## src/hw/rtl/coap_pkg.sv

```systemverilog
// Shared types, phase codes and helpers for the CoAP message parser.
package coap_pkg;

    // One input beat: a datagram byte and its end mark.
    typedef struct packed {
        logic [7:0] in_byte;
        logic       end_of_datagram;
    } t_coap_in;

    // One result beat: byte class plus decoded message state.
    typedef struct packed {
        logic [2:0]  byte_kind;
        logic [7:0]  byte_value;
        logic [15:0] option_number;
        logic [15:0] option_length;
        logic [1:0]  protocol_version;
        logic [1:0]  message_type;
        logic [3:0]  token_length;
        logic [7:0]  code_value;
        logic [15:0] message_id;
        logic [1:0]  error_code;
        logic        message_done;
    } t_coap_out;

    // Parse phases.
    localparam logic [3:0] PH_H0       = 4'd0;
    localparam logic [3:0] PH_H1       = 4'd1;
    localparam logic [3:0] PH_H2       = 4'd2;
    localparam logic [3:0] PH_H3       = 4'd3;
    localparam logic [3:0] PH_TOKEN    = 4'd4;
    localparam logic [3:0] PH_OPT_HEAD = 4'd5;
    localparam logic [3:0] PH_D8       = 4'd6;
    localparam logic [3:0] PH_D16_HI   = 4'd7;
    localparam logic [3:0] PH_D16_LO   = 4'd8;
    localparam logic [3:0] PH_L8       = 4'd9;
    localparam logic [3:0] PH_L16_HI   = 4'd10;
    localparam logic [3:0] PH_L16_LO   = 4'd11;
    localparam logic [3:0] PH_DATA     = 4'd12;
    localparam logic [3:0] PH_PAYLOAD  = 4'd13;
    localparam logic [3:0] PH_IGNORE   = 4'd14;

    // Byte classes.
    localparam logic [2:0] KIND_HEADER   = 3'd0;
    localparam logic [2:0] KIND_TOKEN    = 3'd1;
    localparam logic [2:0] KIND_OPT_HEAD = 3'd2;
    localparam logic [2:0] KIND_OPT_EXT  = 3'd3;
    localparam logic [2:0] KIND_OPT_DATA = 3'd4;
    localparam logic [2:0] KIND_MARKER   = 3'd5;
    localparam logic [2:0] KIND_PAYLOAD  = 3'd6;
    localparam logic [2:0] KIND_IGNORE   = 3'd7;

    // Error codes.
    localparam logic [1:0] ERR_NONE  = 2'd0;
    localparam logic [1:0] ERR_SHORT = 2'd1;
    localparam logic [1:0] ERR_TOKEN = 2'd2;
    localparam logic [1:0] ERR_TRUNC = 2'd3;

    // Protocol constants.
    localparam logic [3:0]  TOKEN_MAX   = 4'd8;
    localparam logic [3:0]  NIB_EXT8    = 4'd13;
    localparam logic [3:0]  NIB_EXT16   = 4'd14;
    localparam logic [7:0]  MARKER_BYTE = 8'hff;
    localparam logic [16:0] EXT8_BIAS   = 17'd13;
    localparam logic [16:0] EXT16_BIAS  = 17'd269;

    // Clamp a 17-bit sum to 16 bits.
    function automatic logic [15:0] sat16(input logic [16:0] v);
        return v[16] ? 16'hffff : v[15:0];
    endfunction

endpackage

```

## src/hw/rtl/coap_parse_core.sv

```systemverilog
// Parse state registers and the per-byte next-state and result logic.
module coap_parse_core
    import coap_pkg::*;
(
    input  logic      i_clk,
    input  logic      i_rst_n,
    input  logic      i_advance,
    input  t_coap_in  i_item,
    output t_coap_out o_result
);

    logic [3:0]  r_phase,  n_phase;
    logic [15:0] r_fc,     n_fc;
    logic [3:0]  r_vt,     n_vt;
    logic [3:0]  r_tl,     n_tl;
    logic [7:0]  r_code,   n_code;
    logic [15:0] r_msg_id, n_msg_id;
    logic [15:0] r_run,    n_run;
    logic [15:0] r_plen,   n_plen;
    logic [3:0]  r_ext,    n_ext;
    logic [1:0]  r_err,    n_err;

    logic [7:0]  b;
    logic [2:0]  kind;
    logic        do_delta;
    logic        do_len;
    logic [16:0] delta_sum;
    logic [15:0] delta_val;
    logic [15:0] fc_dec;

    assign b      = i_item.in_byte;
    assign fc_dec = (r_fc == 16'd0) ? 16'd0 : r_fc - 16'd1;

    always_comb begin
        n_phase   = r_phase;
        n_fc      = r_fc;
        n_vt      = r_vt;
        n_tl      = r_tl;
        n_code    = r_code;
        n_msg_id  = r_msg_id;
        n_run     = r_run;
        n_plen    = r_plen;
        n_ext     = r_ext;
        n_err     = r_err;
        kind      = KIND_IGNORE;
        do_delta  = 1'b0;
        do_len    = 1'b0;
        delta_sum = 17'd0;
        delta_val = 16'd0;

        case (r_phase)
            PH_H0: begin
                kind = KIND_HEADER;
                n_vt = b[7:4];
                n_tl = b[3:0];
                if (b[3:0] > TOKEN_MAX) begin
                    n_err   = ERR_TOKEN;
                    n_phase = PH_IGNORE;
                end else begin
                    n_phase = PH_H1;
                end
            end
            PH_H1: begin
                kind    = KIND_HEADER;
                n_code  = b;
                n_phase = PH_H2;
            end
            PH_H2: begin
                kind     = KIND_HEADER;
                n_msg_id = {b, 8'h00};
                n_phase  = PH_H3;
            end
            PH_H3: begin
                kind     = KIND_HEADER;
                n_msg_id = {r_msg_id[15:8], b};
                if (r_tl != 4'd0) begin
                    n_fc    = {12'd0, r_tl};
                    n_phase = PH_TOKEN;
                end else begin
                    n_phase = PH_OPT_HEAD;
                end
            end
            PH_TOKEN: begin
                kind = KIND_TOKEN;
                n_fc = fc_dec;
                if (fc_dec == 16'd0) begin
                    n_phase = PH_OPT_HEAD;
                end
            end
            PH_OPT_HEAD: begin
                if (b == MARKER_BYTE) begin
                    kind    = KIND_MARKER;
                    n_phase = PH_PAYLOAD;
                end else begin
                    kind   = KIND_OPT_HEAD;
                    n_ext  = b[3:0];
                    n_plen = (b[3:0] < NIB_EXT8) ? {12'd0, b[3:0]} : 16'd0;
                    if (b[7:4] == NIB_EXT8) begin
                        n_phase = PH_D8;
                    end else if (b[7:4] == NIB_EXT16) begin
                        n_phase = PH_D16_HI;
                    end else begin
                        do_delta  = 1'b1;
                        delta_sum = {13'd0, b[7:4]};
                    end
                end
            end
            PH_D8: begin
                kind      = KIND_OPT_EXT;
                do_delta  = 1'b1;
                delta_sum = {9'd0, b} + EXT8_BIAS;
            end
            PH_D16_HI: begin
                kind    = KIND_OPT_EXT;
                n_fc    = {8'd0, b};
                n_phase = PH_D16_LO;
            end
            PH_D16_LO: begin
                kind      = KIND_OPT_EXT;
                do_delta  = 1'b1;
                delta_sum = {1'b0, r_fc[7:0], b} + EXT16_BIAS;
            end
            PH_L8: begin
                kind   = KIND_OPT_EXT;
                n_plen = {8'd0, b} + EXT8_BIAS[15:0];
                do_len = 1'b1;
            end
            PH_L16_HI: begin
                kind    = KIND_OPT_EXT;
                n_fc    = {8'd0, b};
                n_phase = PH_L16_LO;
            end
            PH_L16_LO: begin
                kind   = KIND_OPT_EXT;
                n_plen = sat16({1'b0, r_fc[7:0], b} + EXT16_BIAS);
                do_len = 1'b1;
            end
            PH_DATA: begin
                kind = KIND_OPT_DATA;
                n_fc = fc_dec;
                if (fc_dec == 16'd0) begin
                    n_phase = PH_OPT_HEAD;
                end
            end
            PH_PAYLOAD: begin
                kind = KIND_PAYLOAD;
            end
            default: begin
                kind = KIND_IGNORE;
            end
        endcase

        // Delta settled: advance the option number, then pick the length path.
        if (do_delta) begin
            delta_val = sat16(delta_sum);
            n_run     = sat16({1'b0, r_run} + {1'b0, delta_val});
            n_fc      = 16'd0;
            if (n_ext == NIB_EXT8) begin
                n_phase = PH_L8;
            end else if (n_ext == NIB_EXT16) begin
                n_phase = PH_L16_HI;
            end else begin
                do_len = 1'b1;
            end
        end

        if (do_len) begin
            if (n_plen != 16'd0) begin
                n_fc    = n_plen;
                n_phase = PH_DATA;
            end else begin
                n_phase = PH_OPT_HEAD;
            end
        end

        if (i_item.end_of_datagram && (n_err == ERR_NONE)) begin
            if (r_phase <= PH_H2) begin
                n_err = ERR_SHORT;
            end else if ((n_phase == PH_TOKEN) || (n_phase == PH_DATA) ||
                         ((n_phase >= PH_D8) && (n_phase <= PH_L16_LO))) begin
                n_err = ERR_TRUNC;
            end
        end
    end

    always_comb begin
        o_result.byte_kind        = kind;
        o_result.byte_value       = b;
        o_result.option_number    = n_run;
        o_result.option_length    = n_plen;
        o_result.protocol_version = n_vt[3:2];
        o_result.message_type     = n_vt[1:0];
        o_result.token_length     = n_tl;
        o_result.code_value       = n_code;
        o_result.message_id       = n_msg_id;
        o_result.error_code       = n_err;
        o_result.message_done     = i_item.end_of_datagram;
    end

    // Parse state: cleared on reset and after the final byte of a datagram, else updated on each advance.
    always_ff @(posedge i_clk) begin
        if (!i_rst_n || (i_advance && i_item.end_of_datagram)) begin
            r_phase  <= PH_H0;
            r_fc     <= 16'd0;
            r_vt     <= 4'd0;
            r_tl     <= 4'd0;
            r_code   <= 8'd0;
            r_msg_id <= 16'd0;
            r_run    <= 16'd0;
            r_plen   <= 16'd0;
            r_ext    <= 4'd0;
            r_err    <= ERR_NONE;
        end else if (i_advance) begin
            r_phase  <= n_phase;
            r_fc     <= n_fc;
            r_vt     <= n_vt;
            r_tl     <= n_tl;
            r_code   <= n_code;
            r_msg_id <= n_msg_id;
            r_run    <= n_run;
            r_plen   <= n_plen;
            r_ext    <= n_ext;
            r_err    <= n_err;
        end
    end

endmodule

```

## src/hw/rtl/coap_message_parser.sv

```systemverilog
// Top level of the byte-serial CoAP message parser.
//
// Input channel: one datagram byte per beat on i_in_data, with
// end_of_datagram set on the datagram's last byte. A beat is taken at a
// rising edge where i_in_valid is high and o_in_stall is low.
// Output channel: exactly one result beat per input beat, in order, on
// o_out_data; it is taken where o_out_valid is high and i_out_stall low.
// Each result classifies its byte (header, token, option head, option
// extension, option data, marker, payload, ignored) and shows the header
// fields, option number, option length and sticky error decoded so far.
// A byte accepted into the input register moves through the parse step into the result register.
// Throughput: one byte per cycle while the receiver does not stall, set by the combinational parse step
// between the input register and the result register.
// Reset (synchronous, active low) empties both registers and returns the
// parser to header byte zero. The parser also returns there by itself
// after every end-of-datagram beat.
// When the receiver stalls, the result holds; the input register still
// takes one more byte, and only then does o_in_stall rise.
module coap_message_parser
    import coap_pkg::*;
(
    input  logic      i_clk,
    input  logic      i_rst_n,
    input  logic      i_in_valid,
    output logic      o_in_stall,
    input  t_coap_in  i_in_data,
    output logic      o_out_valid,
    input  logic      i_out_stall,
    output t_coap_out o_out_data
);

    logic      r_in_valid;
    t_coap_in  r_in_data;
    logic      r_out_valid;
    t_coap_out r_out_data;

    logic      out_load;
    logic      advance;
    logic      in_take;
    t_coap_out result;

    // Result register frees up when empty or when its beat leaves.
    assign out_load   = !r_out_valid || !i_out_stall;
    // Move the held byte through the parser into the result register.
    assign advance    = r_in_valid && out_load;
    // Hold off the sender only while the input register cannot drain.
    assign o_in_stall = r_in_valid && !out_load;
    assign in_take    = i_in_valid && !o_in_stall;

    coap_parse_core u_core (
        .i_clk     (i_clk),
        .i_rst_n   (i_rst_n),
        .i_advance (advance),
        .i_item    (r_in_data),
        .o_result  (result)
    );

    always_ff @(posedge i_clk) begin
        if (!i_rst_n) begin
            r_in_valid <= 1'b0;
        end else if (in_take) begin
            r_in_valid <= 1'b1;
        end else if (advance) begin
            r_in_valid <= 1'b0;
        end
    end

    // Payload register: load on accept, hold otherwise.
    always_ff @(posedge i_clk) begin
        if (in_take) begin
            r_in_data <= i_in_data;
        end
    end

    always_ff @(posedge i_clk) begin
        if (!i_rst_n) begin
            r_out_valid <= 1'b0;
        end else if (out_load) begin
            r_out_valid <= r_in_valid;
        end
    end

    always_ff @(posedge i_clk) begin
        if (advance) begin
            r_out_data <= result;
        end
    end

    assign o_out_valid = r_out_valid;
    assign o_out_data  = r_out_data;

endmodule

```

## config.mk

```make
export PLATFORM = sky130hd
export DESIGN_NAME = coap_message_parser
export DESIGN_NICKNAME = d
export VERILOG_FILES = /design/src/hw/rtl/coap_pkg.sv /design/src/hw/rtl/coap_parse_core.sv /design/src/hw/rtl/coap_message_parser.sv
export SDC_FILE = /design/constraint.sdc
export NUM_CORES = 1
export LEC_CHECK = 0
export BUFFER_PORTS_ARGS = -buffer_cell sky130_fd_sc_hd__buf_2
export CORE_MARGIN = 8
export CORE_UTILIZATION = 30
export CTS_CLUSTER_DIAMETER = 120
export DETAILED_ROUTE_END_ITERATION = 10
export HOLD_SLACK_MARGIN = 0.1
export SYNTH_ARGS = -nofsm -noshare
export SYNTH_HDL_FRONTEND = slang
export SYNTH_SLANG_ARGS = --single-unit
```

## constraint.sdc

```tcl
create_clock -name i_clk -period 6.25 [get_ports i_clk]
set_input_delay 0.625 -clock i_clk [delete_from_list [all_inputs] [get_ports i_clk]]
set_output_delay 0.625 -clock i_clk [all_outputs]
set_load 0.1 [all_outputs]
```

* Word level (Yosys, flattened, before mapping)
Index checks and enable logic that the tools add are counted.
Widths: inputs -> output; s select.
** Word-level totals
- Register bits after elaboration :: 179
- Input bits :: 13
- Output and inout bits :: 80
** Cells by class
- Add/subtract/negate cells :: 5
- $lt $le $gt $ge :: 5
- Eq/ne operators :: 20
- Muxes and demuxes :: 52
- Reduce and logical (&&, ||, !) cells :: 28
** Operators by type and width (number)
- $mux 16 :: 10
- $pmux 16 s3 :: 2
- $mux 4 :: 16
- $pmux 17 s3 :: 1
- $eq 4x4->1 const B :: 11
- $mux 17 :: 2
- $logic_not 16->1 :: 2
- $pmux 16 s2 :: 1
- $pmux 4 s8 :: 1
- $eq 4x3->1 const B :: 5
- $add 8x4->9 const B :: 2
- $pmux 3 s6 :: 1
- $add 16x16->17 :: 1
- $add 16x9->17 const B :: 1
- $reduce_bool 16->1 :: 1
- $sub 16x1->16 const B :: 1
- $mux 1 :: 10
- $mux 2 :: 5
- $eq 4x2->1 const B :: 2
- $eq 8x8->1 const B :: 1
- $mux 8 :: 1
- $reduce_or 2->1 :: 4
- $logic_and 1x1->1 :: 6
- $reduce_or 6->1 :: 1
- other kinds (15) :: 22

* Depth between registers and ports, before layout
Gate-level depths: netlist (run 1).
- Depth after elaboration :: 15
- Depth in mapped cells :: 18
- Gate-level depth less buffers :: 15

* By module
A second synthesis (run 1) with hierarchy kept.
** Second synthesis, totals
- Cells, all modules :: 1027
- Area, all modules :: 9912.0 um^2
** Modules (own cells, without submodules)
- coap_parse_core :: times used 1, cells an instance 932, area each 7215.7 um^2, seq. area each 1801.7 um^2
- coap_message_parser :: times used 1, cells an instance 95, area each 2696.3 um^2, seq. area each 2652.5 um^2

* Worst setup path before layout (run 1)
Ideal clock, no wire load.
- Path type :: register -> register
- Start point :: reg r_in_data[2] (netlist name)
- End point :: reg r_out_data, in the netlist o_out_data[51], data pin
- Arrival :: 4.428 ns
- Data required time :: 5.994 ns
- Slack :: 1.565 ns
- Cell stages (with the launch flop) :: 18
- Buffers on the path :: 2
- Path through :: edfxtp_1 > ha_1 > or3_4 > a31oi_4 > or3_1 > clkbuf_1 > o221ai_1 > ha_1 > fa_1 > a21o_1 > a21oi_2 > o21ai_0 > a311oi_1 > o311ai_1 > a2111oi_1 > nor2_1 > clkbuf_1 > o22a_1
** RTL lines
- start: declaration :: RTL line coap_message_parser.sv:33 : t_coap_in r_in_data;
- start signal: assignment :: RTL line coap_message_parser.sv:71 : r_in_data <= i_in_data;
- end signal: assignment :: RTL line coap_message_parser.sv:85 : r_out_data <= result;
- end: declaration :: RTL line coap_message_parser.sv:35 : t_coap_out r_out_data;

* Final worst setup path (run 1)
- Start point :: reg r_in_data[1] (netlist name)
- End point :: reg u_core.r_run[10]
** On the way
- Longest elaborated chain between the ends :: 7
- Elaborated cells between the ends (all ways) :: 11
- Those cells by class :: add/sub (3); eq/ne (1); mux (7)
** RTL lines
- parallel branches: the longest is 6 deep, another holds $add 16x9->17
- $mux 16 (*) :: RTL line coap_parse_core.sv:154 : if (do_delta) begin
- end signal: assignment :: RTL line coap_parse_core.sv:220 : r_run <= n_run;
- end: declaration :: RTL line coap_parse_core.sv:18 : logic [15:0] r_run, n_run;
Every way passes the cells marked *.
A chain may end at the register's enable or synchronous reset.

==> flow_metrics.py, run 1 <==
metrics = {
    "status": {
        "status": "finished clean",
    },
    "worst_setup_path": {
        "worstSetupEndpointType": "flip-flop",
        "cp_slowest_cell": "a2111oi_1",
        "start_kind": "flip-flop",
        "crit_top_cell": "ha_1",
        "worst-path-max-fanout": 16,
        "max_stage_delay_ns": 0.52,
        "worstPathCellList": "ha_1 -> or3_4 -> a31oi_4 -> or3_1 -> o221ai_1 -> ha_1 -> fa_1 -> a21o_1 -> a21oi_2 -> o21ai_0 -> a311oi_1 -> o311ai_1 -> a2111oi_1 -> o21ai_1 -> o221a_2",
        "arrival_ns": 5.67,
        "worstSetupPathType": "flip-flop to flip-flop",
        "critPathRequiredTime_ns": 6.58,
    },
    "logic_synthesis": {
        "synth_async_sr_flop_share_pct": 0,
        "synth_cell_types": 86,
        "ys_warn_count": 0,
        "postSynthCellCount": 1042,
        "synth_seq_cells": 179,
        "synthXorXnorAreaFrac_pct": 2.35,
        "synth-main-ff-cell": "dfxtp_1",
        "synth-compound-area-share_pct": 20.8,
        "synthAdderAreaFrac_pct": 2.92,
        "syn_area_um2": 9680,
        "synth_edf_count": 87,
        "syn_area_per_cell_um2": 9.29,
        "synth_mux_area_share_pct": 5.27,
        "ys_seq_area_share_pct": 46.0,
        "synth-simple-area-share_pct": 18.4,
        "synth_top_family_by_area": "compound AO/OA/AOI/OAI gates",
        "synth_nets": 1077,
    },
    "sta": {
        "rsz0062_at_grt": "false",
        "final-hold-violation-count": 0,
        "setup_viol": 0,
        "fin_crit_sh_pct": 85.5,
        "slew_violations": 0,
        "slew_headroom_pct": 24.5,
        "finClkSkew_ns": 0.0182,
        "finalSetupTns_ns": 0,
        "clock.fmax_mhz": 187,
        "worstMarginPinSlew_ns": 1.13,
        "fin_worst_hold_slack_ns": 0.352,
        "fin_crit_ns": 5.35,
    },
    "route": {
        "firstDrtPassIters": 5,
        "drc": 0,
        "dr.first_iter.drc_count": 737,
        "num_vias": 8255,
        "wl_per_cell_um": 19.6,
        "wl_um": 29600,
        "ant_nets": 0,
        "vias_per_cell": 5.46,
    },
    "global_route": {
        "overflow": 0,
        "grt.total_usage_pct": 15.2,
        "gr-usage-met1_pct": 21.3,
        "grtUsageMet2_pct": 23.7,
        "grt_max_degree": 60,
        "first_global_vias": 7867,
        "grt_use_met3_pct": 2.60,
        "busiest_layer": "met2",
        "grt_pass1_wl_um": 46500,
        "grt_antenna_before_repair": 0,
    },
    "power": {
        "leakagePower_nw": 4.23,
        "switching_share_pct": 35.5,
        "power_density_nw_per_um2": 280,
        "ir_worst_vdd_uv": 174,
        "seqPwrFrac_pct": 43.1,
        "power.internal_mw": 2.01,
        "clkPwrFrac_pct": 35.6,
        "p_comb_share_pct": 21.3,
        "switching_power_mw": 1.11,
    },
    "floorplanning": {
        "die_w_um": 196,
        "fp.dieArea_um2": 38300,
        "core_um2": 31600,
        "fp.dieH_um": 196,
        "start_util_pct": 30.6,
        "num_rows": 65,
        "ios": 93,
    },
    "clocking": {
        "insertion_delay_ns": 0.45,
        "cts.path.max_buffers": 2,
        "cts-resized-gates": 0,
        "cts.sinks": 179,
        "ctsHoldBuffers": 0,
        "cts_tree": "done",
        "htree_levels": 4,
        "clockRootBuffer": "clkbuf_16",
        "clk_pin_slew_ns": 0.08,
        "cts_setup_buffers": 0,
        "cts_made_buffers": 17,
    },
    "placed_design": {
        "hpwlAfterDp_um": 20500,
        "dpl_cell_area_um2": 10500,
        "port_buffers": 92,
        "gp_congestion": 0.898,
    },
    "worst_hold_path": {
        "min_path_type": "input port to flip-flop",
    },
    "finish": {
        "multi_input_area_um2": 4840,
        "nNetsFinal": 1132,
        "final_common_cell": "nor2_1",
        "syn2layout_area_growth_pct": 14.9,
        "seqCellArea_um2": 4450,
        "nFillCells": 3219,
        "diodes": 0,
        "drive_gt1_share_pct": 19.8,
        "layout_common_cells": "nor2_1, nand2_1, buf_2, dfxtp_1, edfxtp_1",
        "finalInstanceArea_um2": 11100,
    },
    "run": {
        "cap_violations": 0,
    },
}
-- worst max-delay path, delay by kind of cell, from the launching register on --
| family | cells | cell delay, ns |
|---|---|---|
| compound gates | 10 | 3.08 |
| fa+ha+maj | 3 | 1.04 |
| flops | 1 | 0.39 |
| simple gates | 2 | 0.74 |
-- final cells by class --
| cell class | count | area share, % |
|---|---|---|
| multi-input combinational | 761 | 43.5 |
| clock buffer | 17 | 3.82 |
| timing repair buffer | 116 | 5.76 |
| inverter | 22 | 0.787 |
| clock inverter | 15 | 1.60 |
| tap | 402 | 4.52 |
| sequential | 179 | 40.0 |
-- registers in the layout, indices dropped and copies added, names as in the netlist --
| register | count |
|---|---|
| u_core.r_fc | 16 |
| u_core.r_run | 16 |
| o_out_valid | 1 |
| u_core.r_vt | 4 |
| u_core.r_code | 8 |
| u_core.r_tl | 4 |
| r_in_data | 9 |
| r_in_valid | 1 |
| u_core.r_plen | 16 |
| u_core.r_err | 2 |
| u_core.r_ext | 4 |
| u_core.r_phase | 4 |
| o_out_data | 78 |
| u_core.r_msg_id | 16 |
-- power groups by stage --
stage | logic, mW | registers (mW) | clock network [mW]
floorplan | 0.327 | 1.55 | 0
global placement | 0.660 | 1.37 | 0
detailed placement | 0.661 | 1.37 | 0
CTS | 0.664 | 1.34 | 1.12
global route | 0.709 | 1.35 | 1.18
finish | 0.664 | 1.34 | 1.11
-- metrics by stage --
stage / worst slack, ns / utilization, % / instances / power [mW]
after floorplan: 1.57 / - / 1042 / 1.88
after global placement: 1.06 / 33.3 / 1480 / 2.03
after detailed placement: 1.00 / 33.3 / 1480 / 2.03
after CTS: 0.966 / 35.2 / 1512 / 3.13
after global routing: 0.525 / 35.2 / 1512 / 3.24
final: 0.904 / 35.2 / 1512 / 3.12
-- synthesized netlist by cell type (all sizes together) (21+ instances only) --
| library cell | instances | share of area [%] |
|---|---|---|
| mux2i | 24 | 2.5 |
| buf | 21 | 1.1 |
| clkbuf | 59 | 2.3 |
| a21oi | 82 | 4.3 |
| nor2 | 124 | 4.8 |
| nand2 | 95 | 3.7 |
| inv | 21 | 0.81 |
| mux2 | 24 | 2.8 |
| o21ai | 66 | 3.4 |
| edfxtp | 87 | 27 |
| nor3 | 46 | 2.4 |
| nand3 | 24 | 1.2 |
| dfxtp | 92 | 19 |
| ha | 21 | 2.7 |
-- routing by layer --
layer	part of all wire, %	vias to the layer above
li1	-	3973
met1	47	3968
met2	45	286
met3	5.9	28
met4	1.5	0
met5	0	-
-- cells by family after synthesis --
| logic type | count (synthesis) |
|---|---|
| flops | 179 |
| simple gates | 374 |
| compound gates | 291 |
| mux | 48 |
| xor+xnor | 26 |
| buf+inv | 102 |
| fa+ha+maj | 22 |
-- path summary, 6_finish.rpt --
path / to / slack, ns / depth (start not counted) / startpoint
max reg2reg: u_core.r_run[10] / 0.90 / 15 / r_in_data[1]
min reg2reg: u_core.r_msg_id[3] / 0.46 / 2 / u_core.r_msg_id[3]
min: r_in_data[0] / 0.35 / 1 / i_in_data[0]
max: u_core.r_run[10] / 0.90 / 15 / r_in_data[1]
Power figures use the tool's default switching activity.
==> run 2, diff against run 1 <==
SYNTH_HIERARCHICAL = 1   (was default)
==> run 2 against run 1 <==
Fmax up 3.4%; sequential share of layout area down 0.51 points; critical path depth unchanged; largest cell class unchanged; largest power group unchanged.
==> flow_metrics.py, run 2 <==
metrics = {
    "global_route": {
        "grt_antenna_before_repair": 0,
        "first_global_vias": 7986,
        "grt.total_usage_pct": 15.2,
        "grt_max_degree": 101,
        "grt_pass1_wl_um": 47100,
        "overflow": 0,
    },
    "worst_setup_path": {
        "regToRegStartpoint": "r_in_data[1]",
        "crit_path_end": "o_out_data[66]",
        "arrival_ns": 5.34,
        "cp_slowest_cell": "nor3_1",
        "reg2reg_setup_slack_ns": 1.08,
        "max_stage_delay_ns": 0.75,
        "setup.worst_path.start": "r_in_data[1]",
        "crit_top_cell": "a21oi_1",
        "worst-path-max-fanout": 15,
        "worstSetupEndpointType": "flip-flop",
        "worstPathCellList": "ha_1 -> o31a_1 -> a21oi_1 -> nor3_1 -> a21oi_1 -> o22ai_1 -> ha_1 -> a21o_1 -> a21oi_1 -> o21bai_1 -> a31o_2 -> a41o_1 -> o21a_1 -> o311ai_0 -> a21oi_1",
        "critPathRequiredTime_ns": 6.42,
        "start_kind": "flip-flop",
        "worstRegToRegCells": 15,
        "worstSetupPathType": "flip-flop to flip-flop",
        "rr_endpoint": "o_out_data[66]",
    },
    "clocking": {
        "cts.path.max_buffers": 2,
        "cts_tree": "done",
        "cts-resized-gates": 0,
        "cts.sinks": 179,
        "clk_pin_slew_ns": 0.07,
        "cts_setup_buffers": 0,
        "clockRootBuffer": "clkbuf_16",
        "ctsHoldBuffers": 0,
        "cts_made_buffers": 17,
        "insertion_delay_ns": 0.44,
        "htree_levels": 4,
    },
    "sta": {
        "fin_crit_ns": 5.17,
        "clock.fmax_mhz": 193,
        "worstMarginPinSlew_ns": 1.15,
        "finClkSkew_ns": 0.0128,
        "setup_viol": 0,
        "slew_violations": 0,
        "finalSetupTns_ns": 0,
        "rsz0062_at_grt": "false",
        "final-hold-violation-count": 0,
        "slew_headroom_pct": 23.1,
        "fin_crit_sh_pct": 82.7,
    },
    "power": {
        "ir_worst_vdd_uv": 155,
        "power_density_nw_per_um2": 275,
        "leakagePower_nw": 4.22,
    },
    "finish": {
        "nNetsFinal": 1102,
        "finalInstanceArea_um2": 11300,
        "nFillCells": 3351,
        "syn2layout_area_growth_pct": 13.7,
        "layout_common_cells": "nor2_1, buf_2, dfxtp_1",
        "drive_gt1_share_pct": 18.7,
        "diodes": 0,
        "largest_reg_flops": 78,
        "fin_util_pct": 34.6,
        "final_common_cell": "nor2_1",
    },
    "logic_synthesis": {
        "ys_top_cells_by_count": "nor2_1, dfxtp_1, edfxtp_1",
        "netlist_top_cells_area": "edfxtp_1, dfxtp_1, mux2i_1, nor2_1, a21oi_1",
        "synth_top_area_share_pct": 26.4,
        "synth_seq_cells": 179,
        "synth_async_sr_flop_share_pct": 0,
        "synth_nets": 1062,
        "postSynthCellCount": 1027,
        "syn_area_um2": 9910,
        "synth.most_common_cell": "nor2_1",
        "synth_cell_types": 83,
        "ys_warn_count": 6,
        "syn_area_per_cell_um2": 9.65,
        "synth_area_leader_cell": "edfxtp_1",
        "synth_edf_count": 87,
        "ys_seq_area_share_pct": 44.9,
        "synth-main-ff-cell": "dfxtp_1",
    },
    "floorplanning": {
        "start_util_pct": 30.5,
        "fp.dieArea_um2": 39100,
        "fp.dieH_um": 198,
        "core_um2": 32500,
        "die_w_um": 198,
        "num_rows": 66,
        "ios": 93,
    },
    "route": {
        "drc": 0,
        "wl_um": 29700,
        "dr.first_iter.drc_count": 842,
        "ant_nets": 0,
        "num_vias": 8372,
        "vias_per_cell": 5.50,
        "firstDrtPassIters": 6,
        "wl_per_cell_um": 19.5,
    },
    "status": {
        "status": "finished clean",
    },
    "placed_design": {
        "gp_congestion": 0.880,
        "dpl_cell_area_um2": 10700,
        "hpwlAfterDp_um": 20700,
        "port_buffers": 92,
    },
    "run": {
        "cap_violations": 0,
    },
    "worst_hold_path": {
        "min_path_type": "input port to flip-flop",
    },
}
==> run 2: layout make-up <==
class | instances | area [µm²] | share of cell area (%)
repair buffers | 109 | 601 | 5.33
flip-flops and latches | 179 | 4450 | 39.5
clock inverters | 12 | 120 | 1.07
clock buffers | 20 | 468 | 4.15
well taps | 442 | 553 | 4.91
multi-input cells | 739 | 4990 | 44.3
inverters | 21 | 78.8 | 0.699
==> run 2: cells by family (layout without fill, tap and decap cells) <==
family	after synthesis	in the layout	share of synthesized area, %
xor gates and xnor gates	25	25	2.21
and+or+nand+nor	333	333	16.8
adders and majority gates	22	22	2.85
DFF	179	179	44.9
muxes	85	85	8.90
AOI/OAI and AO/OA	274	274	19.5
buffers and inverters	109	162	4.82
==> run 2: worst min-delay path by stage <==
| stage | start | endpoint | slack (ns) | cells after the start |
|---|---|---|---|---|
| after floorplan | u_core/r_ext[3] | u_core/r_ext[3] | 0.42 | 2 |
| after global placement | u_core/r_ext[3] | u_core/r_ext[3] | 0.43 | 2 |
| after detailed placement | u_core/r_ext[3] | u_core/r_ext[3] | 0.44 | 2 |
| after CTS | i_in_data[4] | r_in_data[4] | 0.33 | 1 |
| after global routing | i_in_data[2] | r_in_data[2] | 0.33 | 1 |
| final | i_in_data[4] | r_in_data[4] | 0.35 | 1 |
==> run 2: power by group <==
| part | internal, mW | switching (mW) | leakage (nW) |
|---|---|---|---|
| clock network | 0.593 | 0.491 | 0.294 |
| registers | 1.29 | 0.0523 | 1.58 |
| logic | 0.181 | 0.488 | 2.35 |
==> run 2: through the flow <==
step	power, mW	std cells	hold WS, ns	setup WS [ns]
global route	3.22	1522	0.330	0.667
detailed placement	2.03	1490	0.439	1.31
floorplan	1.89	1027	0.419	0.312
finish	3.10	1522	0.353	1.08
CTS	3.12	1522	0.327	1.24
global placement	2.03	1490	0.435	1.48
==> run 2: metal layers <==
metal | vias up | wire, µm | global-route usage (%)
met3 | 43 | 1710 | 2.65
met1 | 4070 | 14000 | 21.1
li1 | 3935 | - | -
met4 | 0 | 701 | 5.72
met5 | - | 0 | 0
met2 | 324 | 13300 | 23.1
==> run 2: worst max-delay path: cells and delay by family (launching register included) <==
family / cells / cell delay [ns]
AO/OA/AOI/OAI: 12 / 2.62
adder cells (fa/ha/maj): 2 / 0.79
AND/OR/NAND/NOR: 1 / 0.75
flip-flops: 1 / 0.74
==> run 3, diff against run 2 <==
clock period = 4.8 ns   (was 6.25 ns; I/O delays follow)
==> run 3 against run 2 <==
Clock skew shrank 0.0010 ns; global-route usage decreased by 0.37 points; fmax increased by 14%; cell count rose by 1.4%; worst setup slack lost 0.83 ns; combinational power is 36% higher; die area unchanged.
==> flow_metrics.py, run 3 (synthesis gave the netlist of run 2 again) <==
metrics = {
    "status": {
        "status": "finished clean",
    },
    "route": {
        "num_vias": 8392,
        "drc": 0,
        "wl_um": 29500,
        "wl_per_cell_um": 19.1,
        "ant_nets": 0,
        "dr.first_iter.drc_count": 667,
        "vias_per_cell": 5.44,
        "firstDrtPassIters": 5,
    },
    "sta": {
        "fin_crit_sh_pct": 94.8,
        "setup_viol": 0,
        "rsz0062_at_grt": "false",
        "final-hold-violation-count": 0,
        "worstMarginPinSlew_ns": 1.09,
        "clock.fmax_mhz": 220,
        "slew_violations": 0,
        "finClkSkew_ns": 0.0118,
        "slew_headroom_pct": 27.3,
        "finalSetupTns_ns": 0,
        "fin_crit_ns": 4.55,
    },
    "placed_design": {
        "gp_congestion": 0.897,
        "dpl_cell_area_um2": 10800,
        "port_buffers": 92,
        "hpwlAfterDp_um": 20300,
    },
    "worst_setup_path": {
        "start_kind": "flip-flop",
        "critPathRequiredTime_ns": 5.12,
        "worstSetupEndpointType": "flip-flop",
        "arrival_ns": 4.87,
        "reg2reg_setup_slack_ns": 0.25,
        "worstSetupPathType": "flip-flop to flip-flop",
        "worst-path-max-fanout": 14,
    },
    "run": {
        "cap_violations": 0,
    },
    "clocking": {
        "clockRootBuffer": "clkbuf_16",
        "cts.sinks": 179,
        "cts-resized-gates": 0,
        "cts_setup_buffers": 0,
        "ctsHoldBuffers": 0,
        "clk_pin_slew_ns": 0.07,
        "insertion_delay_ns": 0.44,
        "cts_made_buffers": 17,
        "cts.path.max_buffers": 2,
        "htree_levels": 4,
        "cts_tree": "done",
    },
    "finish": {
        "diodes": 0,
        "nFillCells": 3315,
        "drive_gt1_share_pct": 20.2,
        "syn2layout_area_growth_pct": 15.4,
        "nNetsFinal": 1123,
        "largest_reg_flops": 78,
        "finalInstanceArea_um2": 11400,
        "layout_common_cells": "nor2_1, buf_2, dfxtp_1",
        "final_common_cell": "nor2_1",
    },
    "power": {
        "leakagePower_nw": 4.32,
        "power_density_nw_per_um2": 356,
        "ir_worst_vdd_uv": 180,
    },
    "global_route": {
        "overflow": 0,
        "first_global_vias": 7983,
        "grt.total_usage_pct": 14.8,
        "grt_antenna_before_repair": 0,
        "grt_pass1_wl_um": 45800,
        "grt_max_degree": 185,
    },
    "floorplanning": {
        "core_um2": 32500,
        "num_rows": 66,
        "ios": 93,
        "fp.dieArea_um2": 39100,
        "start_util_pct": 30.5,
        "die_w_um": 198,
        "fp.dieH_um": 198,
    },
    "worst_hold_path": {
        "min_path_type": "input port to flip-flop",
    },
}
-- run 3: cell types whose count changed in the layout (fill, tap and decap cells not counted), sizes merged --
cell	previous run	this run
inv	26	29
bufinv	1	2
clkinv	6	3
clkbuf	20	19
buf	109	130
-- run 3: layer usage --
metal  routed length [µm]  up-vias  share of wire [%]  track usage, %
met5                    0        -                  0               0
met2                13400      298                 45            23.3
met1                13700     4068                 47            20.0
met4                  698        0                2.4            5.59
li1                     -     3982                  -               -
met3                 1700       44                5.8            2.50
-- run 3: worst paths after layout --
kind                                       from         endpoint  depth (start not counted)
worst max register to register   u_core/r_fc[0]  u_core/r_run[7]                         19
worst min-delay path               i_in_data[0]     r_in_data[0]                          1
worst min register to register  u_core/r_ext[3]  u_core/r_ext[3]                          2
worst max-delay path             u_core/r_fc[0]  u_core/r_run[7]                         19
-- run 3: layout make-up --
class / instances / area, µm² / area share [%]
multi-input combinational: 739 / 5000 / 43.7
sequential: 179 / 4450 / 38.9
tap: 442 / 553 / 4.83
clock inverter: 13 / 161 / 1.41
inverter: 21 / 78.8 / 0.689
timing repair buffer: 130 / 758 / 6.63
clock buffer: 19 / 433 / 3.78
-- run 3: worst max-delay path, cell delays in order, from the launching register on --
cell,delay (ns)
dfxtp_1,0.48
inv_1,0.13
ha_1,0.23
o31a_1,0.16
a21oi_1,0.30
nor3_2,0.14
nand2_1,0.17
nand2_1,0.07
nand2_1,0.07
o21ai_0,0.10
ha_1,0.25
fa_1,0.41
a21o_1,0.21
a21oi_1,0.23
nor2b_1,0.11
o211ai_1,0.23
a21oi_1,0.10
o32a_1,0.18
nand2b_1,0.44
o221a_2,0.41
-- run 3: per-stage QoR --
step | power, mW | hold WS (ns) | util [%] | std cells | worst slack (ns)
floorplan | 2.46 | 0.419 | - | 1027 | 0.279
global placement | 2.66 | 0.430 | 33.3 | 1511 | 0.498
detailed placement | 2.66 | 0.438 | 33.3 | 1511 | 0.348
CTS | 4.11 | 0.193 | 35.1 | 1543 | 0.289
global route | 4.23 | 0.194 | 35.2 | 1543 | 0.0341
finish | 4.07 | 0.217 | 35.2 | 1543 | 0.248
-- run 3: power by group --
group          internal, mW  leakage [nW]  switching [mW]
registers              1.68          1.58          0.0438
clock network         0.787         0.290           0.646
logic                 0.249          2.45           0.663
